`config.mk`:
```
export PLATFORM = sky130hd
export DESIGN_NAME = crc_checked_frame_receiver_unit_flat
export DESIGN_NICKNAME = d
export VERILOG_FILES = /design/src/rtl/core/crcfr_pkg.sv /design/src/rtl/core/crcfr_in_if.sv /design/src/rtl/core/crcfr_out_if.sv /design/src/rtl/core/crc_checked_frame_receiver_unit.sv /design/src/rtl/core/crcfr_parser.sv /design/src/flat_wrapper.sv
export SDC_FILE = /design/constraint.sdc
export NUM_CORES = 1
export LEC_CHECK = 0
export CAP_MARGIN = 10
export CORE_MARGIN = 2
export CORE_UTILIZATION = 40
export DETAILED_ROUTE_END_ITERATION = 10
export DONT_BUFFER_PORTS = 1
export GPL_TIMING_DRIVEN = 0
export PLACE_DENSITY = 0.53
export SYNTH_ARGS = -nofsm -noshare
export SYNTH_HDL_FRONTEND = slang
export SYNTH_HIERARCHICAL = 1
export SYNTH_SLANG_ARGS = --single-unit
```
`constraint.sdc`:
```
create_clock -name clk -period 8.3 [get_ports clk]
set_clock_uncertainty 0.15 [all_clocks]
set_input_delay 0.415 -clock clk [delete_from_list [all_inputs] [get_ports clk]]
set_output_delay 0.415 -clock clk [all_outputs]
set_load 0.01 [all_outputs]
```
`src/rtl/core/crcfr_pkg.sv`:
```
// ============================================================================
// crcfr_pkg
// Shared types, codes and the CRC-32/MPEG-2 byte step for the frame receiver.
// ============================================================================
package crcfr_pkg;

    // input beat kinds
    localparam logic KIND_BYTE = 1'b0;
    localparam logic KIND_TICK = 1'b1;

    // result beat kinds
    localparam logic OUT_PAYLOAD = 1'b0;
    localparam logic OUT_REPORT  = 1'b1;

    // configuration register indexes
    localparam logic REG_START_BYTE = 1'b0;
    localparam logic REG_TIMEOUT    = 1'b1;

    localparam logic [7:0]  START_BYTE_RST = 8'hAA;
    localparam logic [15:0] TIMEOUT_RST    = 16'd2000;

    localparam logic [31:0] CRC_POLY = 32'h04C1_1DB7;
    localparam logic [31:0] CRC_INIT = 32'hFFFF_FFFF;

    typedef enum logic [1:0] {
        ST_OK       = 2'd0,
        ST_BAD_CRC  = 2'd1,
        ST_TIMEOUT  = 2'd2,
        ST_TOO_LONG = 2'd3
    } status_t;

    typedef struct packed {
        logic       kind;
        logic [7:0] rx_value;
    } item_t;

    typedef struct packed {
        logic       out_kind;
        logic [7:0] payload_value;
        logic [8:0] payload_index;
        logic [7:0] command;
        logic [15:0] frame_length;
        logic [1:0] status;
    } result_t;

    typedef struct packed {
        logic    valid;
        result_t data;
    } step_t;

    typedef struct packed {
        logic [7:0]  start_byte;
        logic [15:0] byte_timeout_ticks;
    } cfg_t;

    // MSB-first CRC update over one byte, no reflection
    function automatic logic [31:0] crc_feed(input logic [31:0] crc, input logic [7:0] b);
        logic [31:0] c;
        c = crc ^ {b, 24'h0};
        for (int k = 0; k < 8; k++)
        begin
            if (c[31])
                c = {c[30:0], 1'b0} ^ CRC_POLY;
            else
                c = {c[30:0], 1'b0};
        end
        return c;
    endfunction

endpackage

```
`src/rtl/core/crcfr_in_if.sv`:
```
// ============================================================================
// crcfr_in_if
// Input channel: received bytes and time ticks, valid/ready.
// ============================================================================
interface crcfr_in_if;
    logic       valid;
    logic       ready;
    logic       kind;
    logic [7:0] rx_value;

    modport source (output valid, output kind, output rx_value, input ready);
    modport sink   (input valid, input kind, input rx_value, output ready);
endinterface

```
`src/rtl/core/crcfr_out_if.sv`:
```
// ============================================================================
// crcfr_out_if
// Result channel: payload beats and frame-end reports, valid/ready.
// ============================================================================
interface crcfr_out_if;
    logic        valid;
    logic        ready;
    logic        out_kind;
    logic [7:0]  payload_value;
    logic [8:0]  payload_index;
    logic [7:0]  command;
    logic [15:0] frame_length;
    logic [1:0]  status;

    modport source (output valid, output out_kind, output payload_value,
                    output payload_index, output command, output frame_length,
                    output status, input ready);
    modport sink   (input valid, input out_kind, input payload_value,
                    input payload_index, input command, input frame_length,
                    input status, output ready);
endinterface

```
`src/rtl/core/crc_checked_frame_receiver_unit.sv`:
```
// ============================================================================
// crc_checked_frame_receiver_unit
// Start-of-frame / length / CRC-32/MPEG-2 frame receiver, top level.
// ============================================================================
// Feed received bytes (kind 0) and time ticks (kind 1) on rx. Bytes are dropped
// until one equals start_byte; then come a command byte, a little-endian
// 16-bit length, the payload and a little-endian CRC-32/MPEG-2 over command,
// length and payload. Each payload byte leaves on res as it arrives, and every
// frame closes with one report beat (out_kind 1) carrying command, length and
// status: ok, bad CRC, inter-byte timeout or length beyond MAX_CHUNK_BYTES + 4.
// Payload of a frame whose report is not ok must be thrown away downstream.
// Throughput is one beat per cycle while res is ready. A beat is held in the
// input register, then goes through the frame state update (the CRC byte
// step sets the longest path) into the result register that drives res; a
// stall on res keeps it in the input register. Configuration writes belong
// to idle periods only.
// ============================================================================
module crc_checked_frame_receiver_unit #(
    parameter int MAX_CHUNK_BYTES = 256
) (
    input  logic        clk,
    input  logic        rst_n,
    crcfr_in_if.sink    rx,
    crcfr_out_if.source res,
    input  logic        cfg_we,
    input  logic        cfg_index,
    input  logic [15:0] cfg_data
);
    import crcfr_pkg::*;

    // configuration registers
    cfg_t    cfg_reg;

    // input register
    logic    in_valid_reg;
    item_t   in_item_reg;

    // result register
    logic    out_valid_reg;
    result_t out_data_reg;

    step_t   step;
    logic    advance;

    // the held beat moves on when the result slot is free or being emptied
    assign advance  = in_valid_reg && (!out_valid_reg || res.ready);
    assign rx.ready = !in_valid_reg || advance;

    always_ff @(posedge clk or negedge rst_n)
    begin
        if (!rst_n)
        begin
            cfg_reg.start_byte         <= START_BYTE_RST;
            cfg_reg.byte_timeout_ticks <= TIMEOUT_RST;
        end
        else if (cfg_we)
        begin
            unique case (cfg_index)
                REG_START_BYTE: cfg_reg.start_byte         <= cfg_data[7:0];
                REG_TIMEOUT:    cfg_reg.byte_timeout_ticks <= cfg_data;
                default:        ;
            endcase
        end
    end

    always_ff @(posedge clk or negedge rst_n)
    begin
        if (!rst_n)
            in_valid_reg <= 1'b0;
        else if (rx.ready)
            in_valid_reg <= rx.valid;
    end

    always_ff @(posedge clk)
    begin
        if (rx.ready && rx.valid)
        begin
            in_item_reg.kind     <= rx.kind;
            in_item_reg.rx_value <= rx.rx_value;
        end
    end

    crcfr_parser #(
        .MAX_CHUNK_BYTES (MAX_CHUNK_BYTES)
    ) u_parser (
        .clk     (clk),
        .rst_n   (rst_n),
        .step_en (advance),
        .item    (in_item_reg),
        .cfg     (cfg_reg),
        .step    (step)
    );

    // a beat that yields no result still empties the slot it was granted
    always_ff @(posedge clk or negedge rst_n)
    begin
        if (!rst_n)
            out_valid_reg <= 1'b0;
        else if (advance)
            out_valid_reg <= step.valid;
        else if (res.ready)
            out_valid_reg <= 1'b0;
    end

    always_ff @(posedge clk)
    begin
        if (advance && step.valid)
            out_data_reg <= step.data;
    end

    assign res.valid         = out_valid_reg;
    assign res.out_kind      = out_data_reg.out_kind;
    assign res.payload_value = out_data_reg.payload_value;
    assign res.payload_index = out_data_reg.payload_index;
    assign res.command       = out_data_reg.command;
    assign res.frame_length  = out_data_reg.frame_length;
    assign res.status        = out_data_reg.status;

endmodule

```
`src/rtl/core/crcfr_parser.sv`:
```
// ============================================================================
// crcfr_parser
// Frame state and one-beat update: hunt, header, payload, CRC, timeout.
// ============================================================================
module crcfr_parser #(
    parameter int MAX_CHUNK_BYTES = 256
) (
    input  logic            clk,
    input  logic            rst_n,
    input  logic            step_en,
    input  crcfr_pkg::item_t item,
    input  crcfr_pkg::cfg_t  cfg,
    output crcfr_pkg::step_t step
);
    import crcfr_pkg::*;

    localparam int          CNT_BITS  = $clog2(MAX_CHUNK_BYTES + 5);
    localparam int          CNT_W     = (CNT_BITS > 9) ? CNT_BITS : 9;
    localparam logic [16:0] BUF_LIMIT = 17'(MAX_CHUNK_BYTES + 4);

    typedef enum logic [2:0] {
        PH_HUNT, PH_CMD, PH_LEN_LO, PH_LEN_HI, PH_PAYLOAD, PH_CRC
    } phase_t;

    phase_t             phase_reg, phase_next;
    logic [7:0]         cmd_reg, cmd_next;
    logic [15:0]        len_reg, len_next;
    logic [CNT_W-1:0]   cnt_reg, cnt_next;
    logic [31:0]        crc_reg, crc_next;
    logic [31:0]        rcrc_reg, rcrc_next;
    logic [15:0]        idle_reg, idle_next;

    logic [31:0]        crc_fed;
    logic [CNT_W-1:0]   cnt_inc;
    logic [15:0]        len_full;
    logic [31:0]        rcrc_upd;
    logic [4:0]         rcrc_lane;

    assign crc_fed   = crc_feed(crc_reg, item.rx_value);
    assign cnt_inc   = cnt_reg + CNT_W'(1);
    assign len_full  = {item.rx_value, len_reg[7:0]};
    assign rcrc_lane = {cnt_reg[1:0], 3'b000};

    always_comb
    begin
        rcrc_upd = rcrc_reg;
        rcrc_upd[rcrc_lane +: 8] = rcrc_reg[rcrc_lane +: 8] | item.rx_value;
    end

    always_comb
    begin
        phase_next = phase_reg;
        cmd_next   = cmd_reg;
        len_next   = len_reg;
        cnt_next   = cnt_reg;
        crc_next   = crc_reg;
        rcrc_next  = rcrc_reg;
        idle_next  = idle_reg;
        step       = '0;

        if (item.kind == KIND_TICK)
        begin
            if (phase_reg != PH_HUNT)
            begin
                idle_next = (idle_reg == 16'hFFFF) ? idle_reg : idle_reg + 16'd1;
                if (idle_next >= cfg.byte_timeout_ticks)
                begin
                    step.valid             = 1'b1;
                    step.data.out_kind     = OUT_REPORT;
                    step.data.command      = cmd_reg;
                    step.data.frame_length = len_reg;
                    step.data.status       = ST_TIMEOUT;
                    phase_next             = PH_HUNT;
                    idle_next              = '0;
                end
            end
        end
        else
        begin
            idle_next = '0;
            unique case (phase_reg)
                PH_CMD:
                begin
                    cmd_next   = item.rx_value;
                    crc_next   = crc_fed;
                    phase_next = PH_LEN_LO;
                end
                PH_LEN_LO:
                begin
                    len_next   = {8'h00, item.rx_value};
                    crc_next   = crc_fed;
                    phase_next = PH_LEN_HI;
                end
                PH_LEN_HI:
                begin
                    len_next = len_full;
                    crc_next = crc_fed;
                    if ({1'b0, len_full} > BUF_LIMIT)
                    begin
                        step.valid             = 1'b1;
                        step.data.out_kind     = OUT_REPORT;
                        step.data.command      = cmd_reg;
                        step.data.frame_length = len_full;
                        step.data.status       = ST_TOO_LONG;
                        phase_next             = PH_HUNT;
                    end
                    else
                    begin
                        cnt_next   = '0;
                        phase_next = (len_full == 16'h0000) ? PH_CRC : PH_PAYLOAD;
                    end
                end
                PH_PAYLOAD:
                begin
                    crc_next                = crc_fed;
                    step.valid              = 1'b1;
                    step.data.out_kind      = OUT_PAYLOAD;
                    step.data.payload_value = item.rx_value;
                    step.data.payload_index = cnt_reg[8:0];
                    cnt_next                = cnt_inc;
                    if (16'(cnt_inc) >= len_reg)
                    begin
                        cnt_next   = '0;
                        phase_next = PH_CRC;
                    end
                end
                PH_CRC:
                begin
                    rcrc_next = rcrc_upd;
                    cnt_next  = cnt_inc;
                    if (cnt_inc >= CNT_W'(4))
                    begin
                        step.valid             = 1'b1;
                        step.data.out_kind     = OUT_REPORT;
                        step.data.command      = cmd_reg;
                        step.data.frame_length = len_reg;
                        step.data.status       = (rcrc_upd == crc_reg) ? ST_OK : ST_BAD_CRC;
                        phase_next             = PH_HUNT;
                    end
                end
                default:
                begin
                    if (item.rx_value == cfg.start_byte)
                    begin
                        phase_next = PH_CMD;
                        cmd_next   = '0;
                        len_next   = '0;
                        cnt_next   = '0;
                        crc_next   = CRC_INIT;
                        rcrc_next  = '0;
                    end
                end
            endcase
        end
    end

    always_ff @(posedge clk or negedge rst_n)
    begin
        if (!rst_n)
        begin
            phase_reg <= PH_HUNT;
            cmd_reg   <= '0;
            len_reg   <= '0;
            cnt_reg   <= '0;
            crc_reg   <= CRC_INIT;
            rcrc_reg  <= '0;
            idle_reg  <= '0;
        end
        else if (step_en)
        begin
            phase_reg <= phase_next;
            cmd_reg   <= cmd_next;
            len_reg   <= len_next;
            cnt_reg   <= cnt_next;
            crc_reg   <= crc_next;
            rcrc_reg  <= rcrc_next;
            idle_reg  <= idle_next;
        end
    end

endmodule

```
`src/flat_wrapper.sv`:
```
// flat-port wrapper written by rule: the top's interface ports become plain ports
module crc_checked_frame_receiver_unit_flat import crcfr_pkg::*;
#(
    parameter int MAX_CHUNK_BYTES = 256
)
  (clk, rst_n, cfg_we, cfg_index, cfg_data, rx_valid, rx_kind, rx_rx_value, rx_ready, res_valid, res_out_kind, res_payload_value, res_payload_index, res_command, res_frame_length, res_status, res_ready);
  crcfr_in_if rx_i ();
  crcfr_out_if res_i ();
  input  logic clk;
  input  logic rst_n;
  input  logic cfg_we;
  input  logic cfg_index;
  input  logic [15:0] cfg_data;
  input wire logic [$bits(rx_i.valid)-1:0] rx_valid;
  input wire logic [$bits(rx_i.kind)-1:0] rx_kind;
  input wire logic [$bits(rx_i.rx_value)-1:0] rx_rx_value;
  output wire logic [$bits(rx_i.ready)-1:0] rx_ready;
  output wire logic [$bits(res_i.valid)-1:0] res_valid;
  output wire logic [$bits(res_i.out_kind)-1:0] res_out_kind;
  output wire logic [$bits(res_i.payload_value)-1:0] res_payload_value;
  output wire logic [$bits(res_i.payload_index)-1:0] res_payload_index;
  output wire logic [$bits(res_i.command)-1:0] res_command;
  output wire logic [$bits(res_i.frame_length)-1:0] res_frame_length;
  output wire logic [$bits(res_i.status)-1:0] res_status;
  input wire logic [$bits(res_i.ready)-1:0] res_ready;
  assign rx_i.valid = rx_valid;
  assign rx_i.kind = rx_kind;
  assign rx_i.rx_value = rx_rx_value;
  assign rx_ready = rx_i.ready;
  assign res_valid = res_i.valid;
  assign res_out_kind = res_i.out_kind;
  assign res_payload_value = res_i.payload_value;
  assign res_payload_index = res_i.payload_index;
  assign res_command = res_i.command;
  assign res_frame_length = res_i.frame_length;
  assign res_status = res_i.status;
  assign res_i.ready = res_ready;
  crc_checked_frame_receiver_unit #(.MAX_CHUNK_BYTES(MAX_CHUNK_BYTES)) u_core (.clk(clk), .rst_n(rst_n), .rx(rx_i), .res(res_i), .cfg_we(cfg_we), .cfg_index(cfg_index), .cfg_data(cfg_data));
endmodule
```
* Word level (Yosys, flattened, before mapping)
Index checks and enable logic that the tools add are counted.
** Storage, ports and cells
- Flip-flop bits (word level) :: 195
- RAM bits :: 0
- Output and inout port bits :: 46
- Memories kept :: 0
- Latch bits :: 0
- Logic and storage cells :: 143
- ROM bits :: 0
** Cells by class
- $lt $le $gt $ge :: 4
- Bitwise gates (word level) :: 19
- Div/mod/pow operators :: 0
- Shift operators :: 3
- Multiplexer cells :: 49
- $mul :: 0
- Reduce and logical (&&, ||, !) cells :: 32
- Eq/ne operators :: 13
- Add/sub/neg operators :: 3
** Operators by type and width (count)
- $mux W27 :: 8
- $mux W26 :: 5
- $pmux W32 S2 :: 2
- $not A14 Y14 :: 8
- $mux W16 :: 5
- $mux W32 :: 2
- $pmux W26 S2 :: 1
- $pmux W16 S3 :: 1
- $pmux W9 S4 :: 1
- $bwmux W32 :: 1
- $eq A32 B32 Y1 :: 1
- $shift A8 B7 Y32 const A :: 1
- $shiftx A32 B6 Y8 :: 1
- $shiftx A8 B7 Y32 :: 1
- $xor A32 B32 Y32 :: 1
- $mux W9 :: 3
- $mux W3 :: 7
- $add A16 B1 Y16 const B :: 1
- $eq A16 B16 Y1 const B :: 1
- $ge A16 B16 Y1 :: 1
- $ge A9 B16 Y1 :: 1
- $gt A16 B9 Y1 const B :: 1
- $logic_not A16 Y1 :: 1
- $pmux W8 S2 :: 1
- 30 further kinds :: 67

* Logic depth before layout (Yosys ltp)
Gate-level depths: netlist of the first run.
- Depth in word-level cells :: 18
- Mapped depth :: 18
- Depth with buffers taken out :: 17

* By module
The synthesis of the first run kept the hierarchy.
** By module, submodules not included
- crcfr_parser :: times used 1, sequential area each 2942.8 µm², cells each 950, area an instance 8431.8 µm²
- crc_checked_frame_receiver_unit :: times used 1, sequential area each 2254.7 µm², cells each 115, area an instance 2687.6 µm²

* Least setup slack after synthesis of the first run
Ideal clock, no wire load.
- Path type :: register -> register
- Start point :: register u_core.u_parser.idle_reg[2]
- End point :: register u_core.out_data_reg (netlist bit u_core/res.command[0]) (enable)
- Library setup time :: 0.451 ns
- Setup slack :: 2.361 ns
- Arrival :: 5.338 ns
- Cell stages (with the launch flop) :: 19
- Data required time :: 7.699 ns
- Cell sequence :: dfrtp_1 clkbuf_1 and4_1 and4_1 and2_1 clkbuf_1 a21oi_1 and2_1 xnor2_1 ha_1 a21o_1 a21o_1 a21oi_1 o21ai_0 a21oi_1 or2_2 o21ai_0 nand2_1 nor2b_1
** RTL lines
- start: declaration :: line crcfr_parser.sv:31 : logic [15:0] idle_reg, idle_next;
- start signal: assignment :: line crcfr_parser.sv:177 : idle_reg <= idle_next;
- end signal: assignment :: line crc_checked_frame_receiver_unit.sv:108 : out_data_reg <= step.data;
- end: declaration :: line crc_checked_frame_receiver_unit.sv:40 : result_t out_data_reg;

==> parameters.txt, run 1 <==
Parameter                              Value

Outcome
  Status    finished clean

GRT
  Number of antenna violations at the first check in global routing    3
  Via count of the first global-routing pass    a little over 8k
  Largest net degree at the start of global routing    between 100 and 150
  First-pass GRT wire length    around 47 mm
  GRT Total Usage    a little over a fifth
  GRT Residual Overflow    0

Layout
  Fraction of final layout cells sized beyond drive strength 1    13.1%
  Area growth, synth to finish    12.6%
  Number of nets at the end of the flow    1,178

Clock tree
  Number of H-tree levels    4
  Clock buffer depth    2
  Total clock buffers created by CTS    17
  Insertion delay to the later sink of the worst-skew pair    between 400 and 500 ps
  CTS root buf    sky130_fd_sc_hd__clkbuf_16
  Clock transition at the registers of the reported paths    roughly 90 ps
  CTS tree    done
  Number of gates given a new drive strength after cts    0
  Count of clock tree sinks    between 150 and 200

Floorplan
  Total Die Area    0.0291 mm^2
  Initial Util    roughly two fifths
  Row count    just over 60
  Floorplan die width    around 170 um
  Total core area    0.0276 mm^2
  Die H    171 um
  Boundary Pins    77

Placement
  Count of port buffers added during placement    0
  Post-placement setup slack    ~2900 ps
  HPWL reported at the end of detailed placement    ~21 mm
  Global placer's final weighted congestion    0.934

Critical path
  Top fanout value on the critical path    36
  Cell type of the slowest stage on the worst timing path    sky130_fd_sc_hd__a21oi_1
  Delay contributed by the slowest stage of the critical path    between 500 and 600 ps
  Worst Path Arrival    roughly 5400 ps
  Cell Chain, Critical Path    clkbuf_1 > and4_1 > and4_1 > and2_1 > clkbuf_1 > a21oi_1 > and2_1 > xnor2_1 > ha_1 > a21o_1 > a21o_1 > a21oi_1 > o21ai_0 > a21oi_1 > or2_2 > o21ai_0 > nand2_1 > nor2b_4 > buf_12
  Startpoint type of the worst setup path    register
  Most repeated library cell on the critical path    sky130_fd_sc_hd__a21oi_1
  Crit end category    register
  Type of the setup path with the least slack    register to register
  Bufs and invs on worst path    3
  Required @ worst endpoint    approximately 8300 ps
  Cell class contributing the biggest share of worst-path delay    simple AND/OR/NAND/NOR gates

STA
  Setup repair after global routing missed its margin    false
  Final setup vio count    0
  Slew Limit Headroom    34.0%
  Max-slew violation count    0
  Hold violation count in the final report    0
  Period utilisation layout    approximately 66%
  Min Tclk post-route    between 5000 and 6000 ps
  Setup TNS    0 ps
  Final worst-path setup slack    ~2800 ps
  Worst Hold Slack    21.5 ps
  Highest clock frequency the design can meet    183 MHz
  Slew at the pin closest to its max-slew limit    slightly below 1000 ps

Logic synthesis
  Async set-reset flop share out of synthesis    ~73%
  Post-Syn Area    0.0111 mm^2
  Number of synthesized flops with an enable pin    53
  Cell types occupying the most area after synthesis    sky130_fd_sc_hd__dfrtp_1 (23%), sky130_fd_sc_hd__edfxtp_1 (14%), sky130_fd_sc_hd__dfstp_2 (9.9%), sky130_fd_sc_hd__xnor2_1 (6.1%), sky130_fd_sc_hd__ha_1 (3.8%)
  Seq cells post-synth    roughly 200
  Synthesized area divided by synthesized cell count    ~10 um^2
  Most numerous cell types in the synthesized netlist    sky130_fd_sc_hd__nand2_1 (109), sky130_fd_sc_hd__dfrtp_1 (100), sky130_fd_sc_hd__o21ai_0 (80), sky130_fd_sc_hd__xnor2_1 (77), sky130_fd_sc_hd__inv_1 (69)
  Ys flop type    sky130_fd_sc_hd__dfrtp_1
  Yosys top cell by area    sky130_fd_sc_hd__dfrtp_1
  Net count after synthesis    between 1k and 1.5k
  Count of synthesis-stage warnings from yosys    6
  Number of distinct library cell variants in the gate-level netlist after synthesis    80
  Most frequent cell after synthesis    sky130_fd_sc_hd__nand2_1
  Post-Synthesis Cells    around 1.1k
  Area share of the leading cell type in the synthesized netlist    between 20% and 30%
  Share of the yosys chip area belonging to registers    46.7%

Drt
  Count of unresolved DRC violations after routing    0
  Top Layer Used    met5
  Total met2 wirelength after detailed routing    approximately 13 mm
  Number of vias in the routed layout    between 8k and 9k
  Met3 wirelength from detailed routing    1.52 mm
  Detail-routed net length per standard cell    19.5 um
  Routed metal-1 wirelength    roughly 14 mm
  TritonRoute pass-1 iters    6
  DRC marker count from the first detailed-route iteration    around 580
  Number of vias per cell    5.42
  Overall routed net length    29.3 mm
  Number of nets still failing antenna checks after routing    0

Power and ir drop
  Switching fraction of total power    ~36%
  Clock network fraction of design power    24.3%
  Internal power component    around 2200 uW
  Fraction of power consumed by sequential logic    about two fifths
  Psw    ~1300 uW
  Worst-case vdd ir drop    around 130 uV
  Leak    0.00486 uW
  Power per cell area    approximately 280 mW/mm^2
  Combinational fraction of design power    36.0%

Hold path
  Hold crit path type    input port to register

Flow run
  Max Cap Viol    0
cell usage in the layout (no fill, tap or decap), types with 17 or more instances in the layout:
cell	netlist	layout
sky130_fd_sc_hd__a21oi_1	23	23
sky130_fd_sc_hd__a22o_1	19	19
sky130_fd_sc_hd__and2_1	37	37
sky130_fd_sc_hd__clkbuf_1	33	33
sky130_fd_sc_hd__clkbuf_16	0	17
sky130_fd_sc_hd__dfrtp_1	100	100
sky130_fd_sc_hd__dfstp_2	42	42
sky130_fd_sc_hd__dlygate4sd3_1	0	27
sky130_fd_sc_hd__edfxtp_1	53	53
sky130_fd_sc_hd__ha_1	34	34
sky130_fd_sc_hd__inv_1	69	69
sky130_fd_sc_hd__mux2_4	18	18
sky130_fd_sc_hd__nand2_1	109	109
sky130_fd_sc_hd__nand2b_1	23	23
sky130_fd_sc_hd__nand3_1	28	28
sky130_fd_sc_hd__nor2_1	27	27
sky130_fd_sc_hd__o21ai_0	80	80
sky130_fd_sc_hd__o22a_1	31	31
sky130_fd_sc_hd__o22ai_1	22	22
sky130_fd_sc_hd__xnor2_1	77	77
sky130_fd_sc_hd__xor2_1	35	35
what timing repair did:
| action | CTS | global route |
|---|---|---|
| setup endpoints to repair | 0 | 0 |
| hold buffers | 28 | 0 |
| setup buffers | 0 | 0 |
| endpoints found under the hold margin | 176 | 0 |
power by group through the flow:
stage	logic [uW]	registers (uW)	clock network (uW)
3_3_place_gp	1210	1400	0
4_1_cts	1250	1380	867
3_5_place_dp	1220	1400	0
2_1_floorplan	1010	1330	0
5_1_grt	1390	1400	906
6_report	1250	1380	846
worst paths after layout:
path,from,end,slack (ps),cells past startpoint
worst max-delay path,u_core/u_parser/idle_reg[3],u_core/res.payload_value[3],2850,19
worst min-delay path,res_ready,u_core/res.valid,20,2
max in group asynchronous,rst_n,u_core/u_parser/rcrc_reg[2],6900,2
min in group asynchronous,rst_n,u_core/u_parser/len_reg[14],390,2
worst min register to register,u_core/u_parser/cmd_reg[5],u_core/u_parser/cmd_reg[5],320,2
worst max register to register,u_core/u_parser/idle_reg[3],u_core/res.payload_value[3],2850,19
final cells by class:
class,count,area (um^2)
diodes,1,2.50
clock buffers,17,425
flip-flops and latches,195,5200
fillers,2614,15000
well taps,378,473
repair buffers,29,318
inverters,70,263
multi-input cells,747,5420
clock inverters,15,174
plain buffers,53,249
stage by stage:
| stage | cells | cell area, um^2 | util [%] | total power, uW |
|---|---|---|---|---|
| finish | 1505 | 12500 | 45.4 | 3480 |
| global route | 1505 | 12500 | 45.4 | 3700 |
| CTS | 1504 | 12500 | 45.4 | 3500 |
| detailed placement | 1444 | 11600 | 42.2 | 2610 |
| global placement | 1443 | 11600 | 42.1 | 2610 |
| floorplan | 1065 | 11100 | - | 2330 |
cell families after synthesis:
kind of cell	count (synthesis)	synth area share, %
adders and majority gates	35	3.92
DFF	195	46.7
AOI/OAI and AO/OA	254	15.5
xor gates and xnor gates	116	9.41
muxes	41	5.66
and+or+nand+nor	301	14.2
buffers and inverters	123	4.60
layer usage:
metal,global-route usage (%),vias to the layer above
met5,0,-
li1,-,3908
met1,29.3,3953
met4,8.29,2
met2,32.5,248
met3,4.16,47
Note: power is estimated with default switching activity, not from simulation.
==> run 2, diff against run 1 <==
==> constraint.sdc (replaced) <==
create_clock -name clk -period 5.6 [get_ports clk]
set_clock_uncertainty 0.15 [all_clocks]
set_input_delay 0.28 -clock clk [delete_from_list [all_inputs] [get_ports clk]]
set_output_delay 0.28 -clock clk [all_outputs]
set_load 0.01 [all_outputs]
==> parameters.txt, run 2 (synthesis gave the netlist of run 1 again) <==
Parameter                              Value

Outcome
  Status    finished clean

STA
  Max-slew violation count    0
  Slew at the pin closest to its max-slew limit    roughly 1000 ps
  Hold violation count in the final report    0
  Period utilisation layout    between 90 and 100%
  Setup repair after global routing missed its margin    false
  Setup TNS    0 ps
  Final setup vio count    0
  Highest clock frequency the design can meet    193 MHz
  Slew Limit Headroom    about a third
  Min Tclk post-route    approximately 5200 ps

Clock tree
  Clock buffer depth    2
  Clock transition at the registers of the reported paths    around 90 ps
  Count of clock tree sinks    ~200
  Number of H-tree levels    4
  Total clock buffers created by CTS    17
  Number of buffers added for setup after CTS    0
  CTS root buf    sky130_fd_sc_hd__clkbuf_16
  Insertion delay to the later sink of the worst-skew pair    approximately 440 ps
  CTS tree    done

Layout
  Fraction of final layout cells sized beyond drive strength 1    between 10% and 20%
  Most common library cell in the layout ignoring fill and taps    sky130_fd_sc_hd__nand2_1
  Fill cell total of the finished layout    roughly 2.6k
  Number of nets at the end of the flow    1,184
  Area growth, synth to finish    13.5%
  Commonest non-fill, non-tap cells in the layout    sky130_fd_sc_hd__nand2_1 (109), sky130_fd_sc_hd__dfrtp_1 (100), sky130_fd_sc_hd__o21ai_0 (78)
  Final standard cell area without fillers    between 0.01 and 0.015 mm^2

Power and ir drop
  Power per cell area    roughly 410 mW/mm^2
  Leak    0.00491 uW
  Worst-case vdd ir drop    roughly 230 uV

Critical path
  Bufs and invs on worst path    3
  Top fanout value on the critical path    37
  Delay contributed by the slowest stage of the critical path    380 ps
  Worst Path Arrival    between 5000 and 6000 ps
  Cell Chain, Critical Path    clkbuf_1 > and4_1 > and4_1 > and2_1 > clkbuf_1 > nand3_1 > nor2_1 > mux2_2 > ha_1 > nand4_1 > a211oi_2 > a21oi_1 > or2_2 > o21ai_0 > nand2_1 > nor2b_4 > buf_12
  Startpoint type of the worst setup path    register
  Crit end category    register
  Type of the setup path with the least slack    register to register
  Required @ worst endpoint    5590 ps
  Cell class contributing the biggest share of worst-path delay    simple AND/OR/NAND/NOR gates
  Cell type of the slowest stage on the worst timing path    sky130_fd_sc_hd__or2_2

Hold path
  Hold crit path type    input port to register

Drt
  Number of vias per cell    around 5.5
  Number of vias in the routed layout    8,278
  Overall routed net length    between 30 and 40 mm
  DRC marker count from the first detailed-route iteration    around 570
  TritonRoute pass-1 iters    5
  Number of nets still failing antenna checks after routing    0
  Count of unresolved DRC violations after routing    0
  Detail-routed net length per standard cell    roughly 20 um

Floorplan
  Floorplan die width    roughly 170 um
  Boundary Pins    between 70 and 80
  Initial Util    between 40% and 50%
  Die H    about 170 um
  Total core area    0.0276 mm^2
  Row count    61
  Total Die Area    ~0.029 mm^2

GRT
  First-pass GRT wire length    approximately 48 mm
  Largest net degree at the start of global routing    approximately 140
  Via count of the first global-routing pass    roughly 8.3k
  GRT Residual Overflow    0
  Number of antenna violations at the first check in global routing    1
  GRT Total Usage    about a fifth

Placement
  Global placer's final weighted congestion    roughly 0.95
  Post-detailed-placement cell area    0.0116 mm^2
  Count of port buffers added during placement    0
  HPWL reported at the end of detailed placement    between 20 and 25 mm

Flow run
  Max Cap Viol    0
run 2: cell types whose count changed in the layout (fill, tap and decap cells not counted), moves of 2 or more:
cell                            before  now
sky130_fd_sc_hd__dlygate4sd3_1      27   34
sky130_fd_sc_hd__inv_6               1    3
sky130_fd_sc_hd__clkinvlp_4          3    0
sky130_fd_sc_hd__o21ai_0            80   78
sky130_fd_sc_hd__inv_12              0    2
run 2: final timing paths:
path	slack, ps	end	startpoint	cells after the start
setup / recovery	420	u_core/res.payload_index[1]	u_core/u_parser/idle_reg[3]	17
hold / removal	180	u_core/cfg_reg[21]	cfg_we	3
setup reg to reg	420	u_core/res.payload_index[1]	u_core/u_parser/idle_reg[3]	17
hold reg to reg	320	u_core/u_parser/cmd_reg[0]	u_core/u_parser/cmd_reg[0]	2
max in group asynchronous	4350	u_core/u_parser/cnt_reg[6]	rst_n	2
min in group asynchronous	290	u_core/u_parser/cmd_reg[6]	rst_n	2
run 2: worst register-to-register path: cells and delay by family (launching register included):
family          cells  cell delay [ps]
buf+inv             3              770
compound gates      3              780
simple gates        9             2200
mux                 1              350
fa+ha+maj           1              290
flops               1              330
run 2: power breakdown:
group | switching [uW] | leakage [uW] | internal (uW) | total, uW
sequential | 270 | 0.00224 | 1780 | 2050
clock | 668 | 0.000301 | 620 | 1290
combinational | 986 | 0.00237 | 882 | 1870
total | 1920 | 0.00491 | 3280 | 5200
run 2: repair_timing:
action	4_1_cts	5_1_grt
hold buffers	35	0
hold endpoints to repair	177	0
gates resized for setup	0	5
setup endpoints to repair	0	44
run 2: per-stage QoR:
step | total power (uW) | hold slack [ps] | utilization, % | worst slack (ps) | cells
after detailed placement | 3880 | -163 | 42.2 | 89.5 | 1444
final | 5200 | 183 | 45.8 | 416 | 1511
after global routing | 5520 | 193 | 45.8 | 87.3 | 1510
after CTS | 5240 | 181 | 45.8 | 49.7 | 1511
after global placement | 3860 | -162 | 42.1 | -947 | 1443
after floorplan | 3460 | -166 | - | 501 | 1065
run 2: area by class of cell:
cell class / count / area, um^2 / area share [%]
Buffer: 52 / 245 / 1.94
Tap cell: 378 / 473 / 3.75
Antenna cell: 1 / 2.50 / 0.0198
Clock buffer: 17 / 425 / 3.37
Clock inverter: 15 / 195 / 1.55
Inverter: 70 / 263 / 2.08
Multi-Input combinational cell: 747 / 5430 / 43.0
Timing Repair Buffer: 36 / 388 / 3.07
Sequential cell: 195 / 5200 / 41.2
run 2: routing by layer:
metal	global-route usage (%)	routed length, um	up-vias
met5	0	0	-
met4	8.25	890	0
met3	3.47	1330	43
met2	34.1	14000	241
met1	29.2	13900	4071
li1	-	-	3923
